--- config.mk ---
export PLATFORM = sky130hd
export DESIGN_NAME = strided_odometer_address_gen
export DESIGN_NICKNAME = d
export VERILOG_FILES = /design/src/odo_pkg.sv /design/src/odo_cell.sv /design/src/strided_odometer_address_gen.sv
export SDC_FILE = /design/constraint.sdc
export NUM_CORES = 2
export LEC_CHECK = 0
export BUFFER_PORTS_ARGS = -buffer_cell sky130_fd_sc_hd__buf_2
export CAP_MARGIN = 5
export CORE_MARGIN = 1
export CORE_UTILIZATION = 66
export DETAILED_ROUTE_END_ITERATION = 16
export PLACE_DENSITY = 0.95
export SYNTH_ARGS = -nofsm -noshare
export SYNTH_HDL_FRONTEND = slang
export SYNTH_SLANG_ARGS = --single-unit
--- constraint.sdc ---
create_clock -name clock -period 10.37 [get_ports clock]
set_input_delay 1.5555 -clock clock [delete_from_list [all_inputs] [get_ports clock]]
set_output_delay 1.5555 -clock clock [all_outputs]
set_load 0.05 [all_outputs]
--- src/odo_pkg.sv ---
package odo_pkg;

   localparam int unsigned SIZE_W     = 12;
   localparam int unsigned STRIDE_W   = 32;
   localparam int unsigned PROD_W     = SIZE_W + STRIDE_W;
   localparam int unsigned SRC_W      = 46;
   localparam int unsigned DST_W      = 48;
   localparam int unsigned REG_DIMS   = 4;
   localparam int unsigned MAX_RANK_DEFAULT = 4;

   localparam int unsigned CSR_DATA_W = 32;
   localparam int unsigned CSR_ADDR_W = 5;
   localparam int unsigned REG_IDX_W  = 3;

   localparam logic [REG_IDX_W-1:0] REG_SIZE_DIM0   = 3'd0;
   localparam logic [REG_IDX_W-1:0] REG_SIZE_DIM1   = 3'd1;
   localparam logic [REG_IDX_W-1:0] REG_SIZE_DIM2   = 3'd2;
   localparam logic [REG_IDX_W-1:0] REG_SIZE_DIM3   = 3'd3;
   localparam logic [REG_IDX_W-1:0] REG_STRIDE_DIM0 = 3'd4;
   localparam logic [REG_IDX_W-1:0] REG_STRIDE_DIM1 = 3'd5;
   localparam logic [REG_IDX_W-1:0] REG_STRIDE_DIM2 = 3'd6;
   localparam logic [REG_IDX_W-1:0] REG_STRIDE_DIM3 = 3'd7;

   localparam logic [SIZE_W-1:0]   SIZE_RESET   = 12'd1;
   localparam logic [STRIDE_W-1:0] STRIDE_RESET = 32'd0;

   typedef struct packed {
      logic clear;    // restart: treat the held index as zero
      logic load;     // request accepted this cycle
      logic advance;  // step the odometer (request accepted, shape not empty)
   } cell_ctl_type;

endpackage

--- src/odo_cell.sv ---
module odo_cell (
   input  logic                              clock,
   input  logic                              reset,
   input  odo_pkg::cell_ctl_type             ctl,
   input  logic                              carry_in,
   input  logic [odo_pkg::SIZE_W-1:0]        dim_size,
   input  logic [odo_pkg::STRIDE_W-1:0]      dim_stride,
   output logic                              carry_out,
   output logic [odo_pkg::PROD_W-1:0]        prod
);

   logic [odo_pkg::SIZE_W-1:0] idx_ff;
   logic [odo_pkg::SIZE_W-1:0] idx_in;
   logic [odo_pkg::SIZE_W-1:0] idx_cur;
   logic [odo_pkg::SIZE_W:0]   idx_next;
   logic                       wrap;
   logic [odo_pkg::PROD_W-1:0] prod_ff;
   logic [odo_pkg::PROD_W-1:0] prod_in;

   assign idx_cur   = ctl.clear ? '0 : idx_ff;
   assign idx_next  = {1'b0, idx_cur} + {{odo_pkg::SIZE_W{1'b0}}, 1'b1};
   // an index at or past a shrunken size wraps as well
   assign wrap      = idx_next >= {1'b0, dim_size};
   assign carry_out = carry_in & wrap;

   always_comb begin
      idx_in = idx_ff;
      if (ctl.load) begin
         if (ctl.advance && carry_in) begin
            idx_in = wrap ? '0 : idx_next[odo_pkg::SIZE_W-1:0];
         end else begin
            idx_in = idx_cur;
         end
      end
   end

   assign prod_in = odo_pkg::PROD_W'(idx_cur) * odo_pkg::PROD_W'(dim_stride);

   always_ff @(posedge clock) begin
      if (reset) begin
         idx_ff <= '0;
      end else begin
         idx_ff <= idx_in;
      end
   end

   always_ff @(posedge clock) begin
      if (ctl.load) begin
         prod_ff <= prod_in;
      end
   end

   assign prod = prod_ff;

endmodule

--- src/strided_odometer_address_gen.sv ---
// Throughput: one request per cycle while the output is not stalled (rsp_stall);
// the odometer carry ripples combinationally through the row of dimension cells,
// and the index-times-stride products are registered in each cell before a
// combinational sum into the output register.
// Reset (synchronous) clears all indices and the linear count, empties the
// pipeline, and sets every size register to 1 and every stride register to 0.
module strided_odometer_address_gen #(
   parameter int unsigned MAX_RANK = odo_pkg::MAX_RANK_DEFAULT
) (
   input  logic                                clock,
   input  logic                                reset,

   input  logic                                req_valid,
   output logic                                req_stall,
   input  logic                                req_restart,

   output logic                                rsp_valid,
   input  logic                                rsp_stall,
   output logic [odo_pkg::SRC_W-1:0]           rsp_src_offset,
   output logic [odo_pkg::DST_W-1:0]           rsp_dst_index,
   output logic                                rsp_last,
   output logic                                rsp_empty_res,

   input  logic                                csr_psel,
   input  logic                                csr_penable,
   input  logic                                csr_pwrite,
   input  logic [odo_pkg::CSR_ADDR_W-1:0]      csr_paddr,
   input  logic [odo_pkg::CSR_DATA_W-1:0]      csr_pwdata,
   output logic [odo_pkg::CSR_DATA_W-1:0]      csr_prdata,
   output logic                                csr_pready
);

   localparam int unsigned SW = odo_pkg::SIZE_W;
   localparam int unsigned TW = odo_pkg::STRIDE_W;

   // configuration registers
   logic [SW-1:0] size_ff   [odo_pkg::REG_DIMS];
   logic [TW-1:0] stride_ff [odo_pkg::REG_DIMS];

   logic                            csr_wr;
   logic [odo_pkg::REG_IDX_W-1:0]   csr_idx;

   assign csr_pready = 1'b1;
   assign csr_wr     = csr_psel & csr_penable & csr_pwrite & csr_pready;
   assign csr_idx    = csr_paddr[odo_pkg::CSR_ADDR_W-1:2];

   always_ff @(posedge clock) begin
      if (reset) begin
         for (int i = 0; i < odo_pkg::REG_DIMS; i++) begin
            size_ff[i]   <= odo_pkg::SIZE_RESET;
            stride_ff[i] <= odo_pkg::STRIDE_RESET;
         end
      end else if (csr_wr) begin
         unique case (csr_idx)
            odo_pkg::REG_SIZE_DIM0:   size_ff[0]   <= csr_pwdata[SW-1:0];
            odo_pkg::REG_SIZE_DIM1:   size_ff[1]   <= csr_pwdata[SW-1:0];
            odo_pkg::REG_SIZE_DIM2:   size_ff[2]   <= csr_pwdata[SW-1:0];
            odo_pkg::REG_SIZE_DIM3:   size_ff[3]   <= csr_pwdata[SW-1:0];
            odo_pkg::REG_STRIDE_DIM0: stride_ff[0] <= csr_pwdata;
            odo_pkg::REG_STRIDE_DIM1: stride_ff[1] <= csr_pwdata;
            odo_pkg::REG_STRIDE_DIM2: stride_ff[2] <= csr_pwdata;
            odo_pkg::REG_STRIDE_DIM3: stride_ff[3] <= csr_pwdata;
            default: ;
         endcase
      end
   end

   always_comb begin
      unique case (csr_idx)
         odo_pkg::REG_SIZE_DIM0:   csr_prdata = odo_pkg::CSR_DATA_W'(size_ff[0]);
         odo_pkg::REG_SIZE_DIM1:   csr_prdata = odo_pkg::CSR_DATA_W'(size_ff[1]);
         odo_pkg::REG_SIZE_DIM2:   csr_prdata = odo_pkg::CSR_DATA_W'(size_ff[2]);
         odo_pkg::REG_SIZE_DIM3:   csr_prdata = odo_pkg::CSR_DATA_W'(size_ff[3]);
         odo_pkg::REG_STRIDE_DIM0: csr_prdata = stride_ff[0];
         odo_pkg::REG_STRIDE_DIM1: csr_prdata = stride_ff[1];
         odo_pkg::REG_STRIDE_DIM2: csr_prdata = stride_ff[2];
         odo_pkg::REG_STRIDE_DIM3: csr_prdata = stride_ff[3];
         default:                  csr_prdata = '0;
      endcase
   end

   // pipeline control
   logic s1_valid_ff, s1_valid_in;
   logic out_valid_ff, out_valid_in;
   logic out_en, s1_en, accept;

   assign out_en    = !out_valid_ff || !rsp_stall;
   assign s1_en     = !s1_valid_ff || out_en;
   assign req_stall = !s1_en;
   assign accept    = req_valid && s1_en;

   // empty shape check over the active dimensions
   logic empty;
   always_comb begin
      empty = 1'b0;
      for (int d = 0; d < MAX_RANK && d < odo_pkg::REG_DIMS; d++) begin
         if (size_ff[d] == '0) begin
            empty = 1'b1;
         end
      end
   end

   odo_pkg::cell_ctl_type cell_ctl;
   assign cell_ctl.clear   = req_restart;
   assign cell_ctl.load    = accept;
   assign cell_ctl.advance = accept && !empty;

   // carry enters at the innermost cell and ripples left
   logic                        carry [MAX_RANK+1];
   logic [odo_pkg::PROD_W-1:0]  prod  [MAX_RANK];

   assign carry[MAX_RANK] = 1'b1;

   for (genvar d = 0; d < MAX_RANK; d++) begin : g_cell
      logic [SW-1:0] cell_size;
      logic [TW-1:0] cell_stride;
      if (d < odo_pkg::REG_DIMS) begin : g_reg
         assign cell_size   = size_ff[d];
         assign cell_stride = stride_ff[d];
      end else begin : g_pad
         assign cell_size   = SW'(1);
         assign cell_stride = '0;
      end
      odo_cell u_cell (
         .clock      (clock),
         .reset      (reset),
         .ctl        (cell_ctl),
         .carry_in   (carry[d+1]),
         .dim_size   (cell_size),
         .dim_stride (cell_stride),
         .carry_out  (carry[d]),
         .prod       (prod[d])
      );
   end

   // linear count
   logic [odo_pkg::DST_W-1:0] lin_ff, lin_in, lin_cur;
   assign lin_cur = req_restart ? '0 : lin_ff;

   always_comb begin
      lin_in = lin_ff;
      if (accept) begin
         if (empty) begin
            lin_in = lin_cur;
         end else if (carry[0]) begin
            lin_in = '0;
         end else begin
            lin_in = lin_cur + odo_pkg::DST_W'(1);
         end
      end
   end

   always_ff @(posedge clock) begin
      if (reset) begin
         lin_ff <= '0;
      end else begin
         lin_ff <= lin_in;
      end
   end

   // stage 1: products sit in the cells, side data here
   logic                      s1_empty_ff, s1_last_ff;
   logic [odo_pkg::DST_W-1:0] s1_dst_ff;

   assign s1_valid_in = s1_en ? req_valid : s1_valid_ff;

   always_ff @(posedge clock) begin
      if (accept) begin
         s1_empty_ff <= empty;
         s1_last_ff  <= empty || carry[0];
         s1_dst_ff   <= lin_cur;
      end
   end

   logic [odo_pkg::SRC_W-1:0] sum;
   always_comb begin
      sum = '0;
      for (int d = 0; d < MAX_RANK; d++) begin
         sum = sum + odo_pkg::SRC_W'(prod[d]);
      end
   end

   // output register
   logic [odo_pkg::SRC_W-1:0] src_ff;
   logic [odo_pkg::DST_W-1:0] dst_ff;
   logic                      last_ff, empty_ff;

   assign out_valid_in = out_en ? s1_valid_ff : out_valid_ff;

   always_ff @(posedge clock) begin
      if (out_en && s1_valid_ff) begin
         src_ff   <= s1_empty_ff ? '0 : sum;
         dst_ff   <= s1_empty_ff ? '0 : s1_dst_ff;
         last_ff  <= s1_last_ff;
         empty_ff <= s1_empty_ff;
      end
   end

   always_ff @(posedge clock) begin
      if (reset) begin
         s1_valid_ff  <= 1'b0;
         out_valid_ff <= 1'b0;
      end else begin
         s1_valid_ff  <= s1_valid_in;
         out_valid_ff <= out_valid_in;
      end
   end

   assign rsp_valid      = out_valid_ff;
   assign rsp_src_offset = src_ff;
   assign rsp_dst_index  = dst_ff;
   assign rsp_last       = last_ff;
   assign rsp_empty_res  = empty_ff;

endmodule

Yosys cells after proc, flatten, opt, wreduce, memory -nomap -nowiden. Memories as Yosys holds them, arrays and structs flattened. Index checks and enable logic that the tools add are counted.

$add $sub $neg: 8. $mul: 4. Divide/modulo/power cells: 0. $lt $le $gt $ge: 4. Equality and inequality tests: 7. Shifts and indexed selects: 0. Multiplexer cells: 62. Bitwise gates (word level): 13. Reduce and logical (&&, ||, !) cells: 19.

Operator list (count): $pmux 32 s8 (1); $mux 12 (16); $mul 12x32->44 (4); $mux 48 (3); $mux 32 (4); $add 12x1->13 const B (4); $ge 13x12->1 (4); $add 48x1->48 const B (1); $logic_not 12->1 (4); $add 45x44->46 (1); $add 46x44->46 (1); $add 44x44->45 (1); $mux 1 (38); $eq 3x3->1 const B (4); $or 1x1->1 (8); $eq 3x2->1 const B (2); $logic_and 1x1->1 (6); $and 1x1->1 (5); $logic_not 1->1 (5); $eq 3x1->1 const B (1); $logic_not 3->1 (1); $logic_or 1x1->1 (3).

Register bits after elaboration: 420. Bits in latches: 0. RAM bits: 176. ROM bits: 0. Input bits: 45. Output and inout port bits: 131. Memories kept: 2.

Memories: stride_ff (words 4, width 32, rd ports 4, clocked after memory_dff 0, wr ports 4, line strided_odometer_address_gen.sv:38) `logic [TW-1:0] stride_ff [odo_pkg::REG_DIMS];`; size_ff (words 4, width 12, rd ports 4, clocked after memory_dff 0, wr ports 4, line strided_odometer_address_gen.sv:37) `logic [SW-1:0] size_ff [odo_pkg::REG_DIMS];`.

Longest topological paths before layout. An unclocked memory read counts as a cell.

Depth after elaboration: 10. Gate-level depth with buffers: 33.

By module. From an unflattened synthesis, not the netlist that was laid out.

Cells, all modules: 8503. Area total of the unflattened synthesis: 78557.8 um2.

By module, submodules not included: strided_odometer_address_gen (times used 1, cells an instance 1953, area an instance 20923.8 um2); odo_cell at g_cell[2].u_cell (times used 1, cells an instance 1650, area an instance 14456.4 um2); odo_cell at g_cell[1].u_cell (times used 1, cells an instance 1639, area an instance 14452.6 um2); odo_cell at g_cell[0].u_cell (times used 1, cells an instance 1652, area an instance 14445.1 um2); odo_cell at g_cell[3].u_cell (times used 1, cells an instance 1609, area an instance 14279.9 um2).

Least setup slack after synthesis. Ideal clock, no wire load.

Kind: input-to-reg. Start: in rsp_stall. End: reg lin_ff[29] (netlist name). Data arrival time: 9.272 ns. Slack: 0.965 ns. Stages: 8. Buffers on the path: 2. Path through: nand3_1 > nand2_1 > inv_1 > clkbuf_1 > clkbuf_1 > o21ai_0 > nand2_1 > a21oi_1.

Longest elaborated chain between the ends: 4.

Ends and longest elaborated chain: start: declaration (line strided_odometer_address_gen.sv:18) `input logic rsp_stall,`; $logic_not 1->1 (line strided_odometer_address_gen.sv:87) `assign out_en = !out_valid_ff || !rsp_stall;`; $logic_or 1x1->1 (line strided_odometer_address_gen.sv:87); $logic_or 1x1->1 (line strided_odometer_address_gen.sv:88) `assign s1_en = !s1_valid_ff || out_en;`; $logic_and 1x1->1 (line strided_odometer_address_gen.sv:90) `assign accept = req_valid && s1_en;`; via accept (line strided_odometer_address_gen.sv:85) `logic out_en, s1_en, accept;`; end signal: assignment (line strided_odometer_address_gen.sv:157) `lin_ff <= lin_in;`; end: declaration (line strided_odometer_address_gen.sv:137) `logic [odo_pkg::DST_W-1:0] lin_ff, lin_in, lin_cur;`.

The timed path passes the listed nets, and every way through them passes these cells. A chain may end at the register's enable or synchronous reset.

Final worst setup path.
Start: in req_restart. End: reg g_cell[1].u_cell.prod_ff, in the netlist g_cell[1].u_cell.prod[42], data pin.

Longest elaborated chain between the ends: 2.

Ends and longest elaborated chain: start: declaration (line strided_odometer_address_gen.sv:15) `input logic req_restart,`; $mux 12 (line odo_cell.sv:20) `assign idx_cur = ctl.clear ? '0 : idx_ff;`; $mul 12x32->44 (line odo_cell.sv:37) `assign prod_in = odo_pkg::PROD_W'(idx_cur) * odo_pkg::PROD_W'(dim_stride);`; via g_cell[1].u_cell.prod_in (one bit) (line odo_cell.sv:18) `logic [odo_pkg::PROD_W-1:0] prod_in;`; end signal: assignment (line odo_cell.sv:49) `prod_ff <= prod_in;`; end: declaration (line odo_cell.sv:17) `logic [odo_pkg::PROD_W-1:0] prod_ff;`.

The timed path passes the listed nets, and every way through them passes these cells.

==> results.cfg <==
[run_status]
status = complete, no violations

[sta]
rsz_0062_raised_after_global_routing = false
upper_clock_frequency_limit_ghz = 0.1136
worst_pin_slew_ps = 1489
relSlewSlack_pct = 0.7253
finClkSkew_ps = 40.26
finalMaxSlewViolations = 0
timing.final.hold_violations = 0
fin_crit_ps = 8806
fin_setup_tns_ps = 0
finalSetupViolations = 0
share_of_the_clock_period_used_by_the_worst_path_after_layout_pct = 84.92

[synth]
ys.flop_type = sky130_fd_sc_hd__edfxtp_1
synthesis.nets = 9725
yosys_register_bits = 596
warning_count_from_the_yosys_run = 0
netlist.area_leader.share_pct = 33.93
yosysSeqAreaShare_pct = 22.26
syn-instance-count = 7966
syn-mean-instance-area_um2 = 9.540
synth_enable_flop_cells = 498
synthArstFlopShare_pct = 0
synth.area.top_cells = sky130_fd_sc_hd__fa_1 (34%), sky130_fd_sc_hd__edfxtp_1 (20%), sky130_fd_sc_hd__ha_1 (7.0%), sky130_fd_sc_hd__inv_1 (7.0%), sky130_fd_sc_hd__nand2_1 (6.3%)
post_synth_num_cell_types = 95
synth_common_cells = sky130_fd_sc_hd__inv_1 (1417), sky130_fd_sc_hd__fa_1 (1288), sky130_fd_sc_hd__nand2_1 (1268)
syn_area_um2 = 76000
synth_most_common_cell = sky130_fd_sc_hd__inv_1
post-synth-top-area-cell = sky130_fd_sc_hd__fa_1

[layout]
final_nets = 9631
finish.utilization_pct = 70.27
final_layout_size_suffix_gt1_share_pct = 5.739
area_growth_syn_to_layout_pct = 5.593
post-route-cell-area_um2 = 80250
layout.cells.non_filler = 9455

[critical_path]
path_common_cell = sky130_fd_sc_hd__fa_1
crit_path_start = req_restart
critical_path_buf_inv_count = 5
critical_path.cell_chain = buf_4 -> buf_4 -> nor2b_2 -> buf_4 -> and2_1 -> fa_1 -> ha_1 -> fa_1 -> inv_1 -> fa_1 -> fa_1 -> inv_1 -> ha_1 -> a21oi_1 -> nor2b_1 -> a211oi_1 -> a21oi_1 -> o41ai_1 -> a31oi_1 -> a31oi_1 -> nor2_1 -> nand4_1 -> and3b_1 -> xnor2_1
reg2reg_from = g_cell[1].u_cell.idx_ff[8]
end_kind = register
path_class = in2reg
start_kind = input port
timing.critical_path.max_delay_family = adder cells
critPathMaxFanout = 50
library_cell_contributing_the_largest_single_delay_on_the_critical_path = sky130_fd_sc_hd__o41ai_1
timing.critical_path.arrival_ps = 9220
required_ps = 10790
critPathMaxStageDelay_ps = 620

[cts]
cts.root.buffer_cell = sky130_fd_sc_hd__clkbuf_16
tritoncts = built
cts_buffer_depth = 3
post-cts-setup-buffer-count = 0
clock_latency_ps = 710
holdBufCountCts = 0
ctsHtreeMaxLevel = 3
clkSlewWorstSetupHoldPaths_ps = 60
cts_made_buffers = 70
cts_num_sinks = 596
post_cts.resized_instances = 0

[grt]
antenna_violations_before_repair = 15
grt_pass1_wl_um = 345900
globalRoute.totalOverflow = 0
largest_net_degree_at_the_start_of_global_routing = 162
gr-usage-all-layers_pct = 38.58
first_global_vias = 64833

[routing]
drcViolationCount = 0
drt_wl_total_um = 219000
routed_vias = 60207
drt_pre_antenna_iters = 10
number_of_drc_violations_after_detailed_routing_iteration_0 = 7203
drt-vias-per-instance = 6.368
drt-wirelength-per-cell_um = 23.16
final_antenna_net_count = 0

[hold_path]
type_of_the_tightest_min_delay_check = reg2reg
holdCritStartpoint = s1_last_ff

[floorplanning]
design.die.area_um2 = 116500
fp-row-count = 124
initial_utilization_pct = 66.55
floorplan.die.width_um = 341.3
fp.coreArea_um2 = 114200
floorplan.die.height_um = 341.3
pin_count = 176

[power_and_ir_drop]
seqPwrFrac_pct = 43.1
switching_power_mw = 2.342
comb_power_share_pct = 19.2
power.internal_mw = 4.592
p_sw_share_pct = 33.77
power.static_leakage_nw = 38.22
power.clock.fraction_pct = 37.7
power-per-cell-area_nw_per_um2 = 86.41
peakVddDrop_mv = 0.1996

[placed_design]
numPortBuffers = 172
dpl-instance-area_um2 = 77860
place_hpwl_um = 163500
place_inst = 9311
gp_congestion = 0.9790

[job]
cap_viol_max_count = 0
==> cell usage in the layout, fill, tap and decap left out, drive strengths merged, types with 11 or more instances in the layout <==
master	count
ha	426
clkinv	25
buf	254
a211oi	31
nor2b	181
nand2	1268
and3	63
nor4	25
diode	15
o31ai	25
edfxtp	498
inv	1421
fa	1288
a21o	101
dfxtp	98
nor3	59
nand4	30
clkbuf	91
and2	635
and4	13
o21bai	33
o21a	33
a221oi	19
o211ai	12
nand3	110
o21ai	184
a22oi	61
a31oi	32
a21oi	239
xnor2	132
mux2i	11
or3	20
xor2	83
nor2	216
nand2b	50
==> metrics by stage <==
stage                     worst slack, ps  power (mW)  hold WS, ps
after global placement               1472       4.216        424.8
after global routing                 1472       7.073        440.0
after CTS                            1858       6.852        419.6
after detailed placement             1217       4.276        406.2
after floorplan                     965.5       3.807        400.3
final                                1564       6.934        418.3
==> flip-flops by register name (all words and copies together) (netlist names) <==
signal / count
rsp_src_offset: 46
lin_ff: 48
s1_dst_ff: 48
g_cell.u_cell.prod: 176
g_cell.u_cell.idx_ff: 48
rsp_valid: 1
s1_valid_ff: 1
s1_empty_ff: 1
rsp_last: 1
stride_ff: 128
size_ff: 48
rsp_empty_res: 1
s1_last_ff: 1
rsp_dst_index: 48
==> worst register-to-register path, delay by kind of cell (launching register included) <==
| kind | cells | cell delay (ps) |
|---|---|---|
| AO/OA/AOI/OAI | 8 | 2000 |
| buffers and inverters | 4 | 600 |
| AND/OR/NAND/NOR | 3 | 1510 |
| adder cells (fa/ha/maj) | 6 | 2870 |
| XOR/XNOR | 1 | 110 |
| flip-flops | 1 | 400 |
==> worst paths after layout <==
kind / end / depth (start not counted) / slack, ps
max reg2reg: g_cell[1].u_cell.prod[43] / 22 / 2600
min: rsp_last / 0 / 420
min reg2reg: rsp_last / 0 / 420
max: g_cell[1].u_cell.prod[42] / 24 / 1560
==> power groups by stage <==
stage	clock, mW	combinational (mW)	sequential [mW]
after floorplan	0	0.815	2.99
after global placement	0	1.21	3.00
after detailed placement	0	1.27	3.01
after CTS	2.60	1.29	2.96
after global routing	2.68	1.41	2.99
final	2.62	1.33	2.99
==> final cells by class <==
cell class                      count  area (um^2)
Multi-Input combinational cell   5532        52240
Fill cell                        7487        33940
Sequential cell                   596        16920
Inverter                         1417         5326
Tap cell                         1512         1892
Clock buffer                       90         1867
Timing Repair Buffer              255         1496
Clock inverter                     38        475.5
Antenna cell                       15        37.54
==> kinds of logic after synthesis <==
logic type	after synthesis	share of synthesized area [%]
and+or+nand+nor	2719	17.48
buffers and inverters	1838	9.184
adders and majority gates	1714	40.94
AOI/OAI and AO/OA	866	7.373
DFF	596	22.26
xor gates and xnor gates	215	2.478
muxes	17	0.2782
other	1	0.004935
==> layer usage <==
layer	vias to the layer above	GRT usage (%)	part of all wire [%]
met4	14	33.66	11
li1	24684	-	-
met3	1310	9.800	12
met5	-	0	0.042
met1	29674	43.91	31
met2	4525	60.83	46
Note: power is estimated with default switching activity, not from simulation.
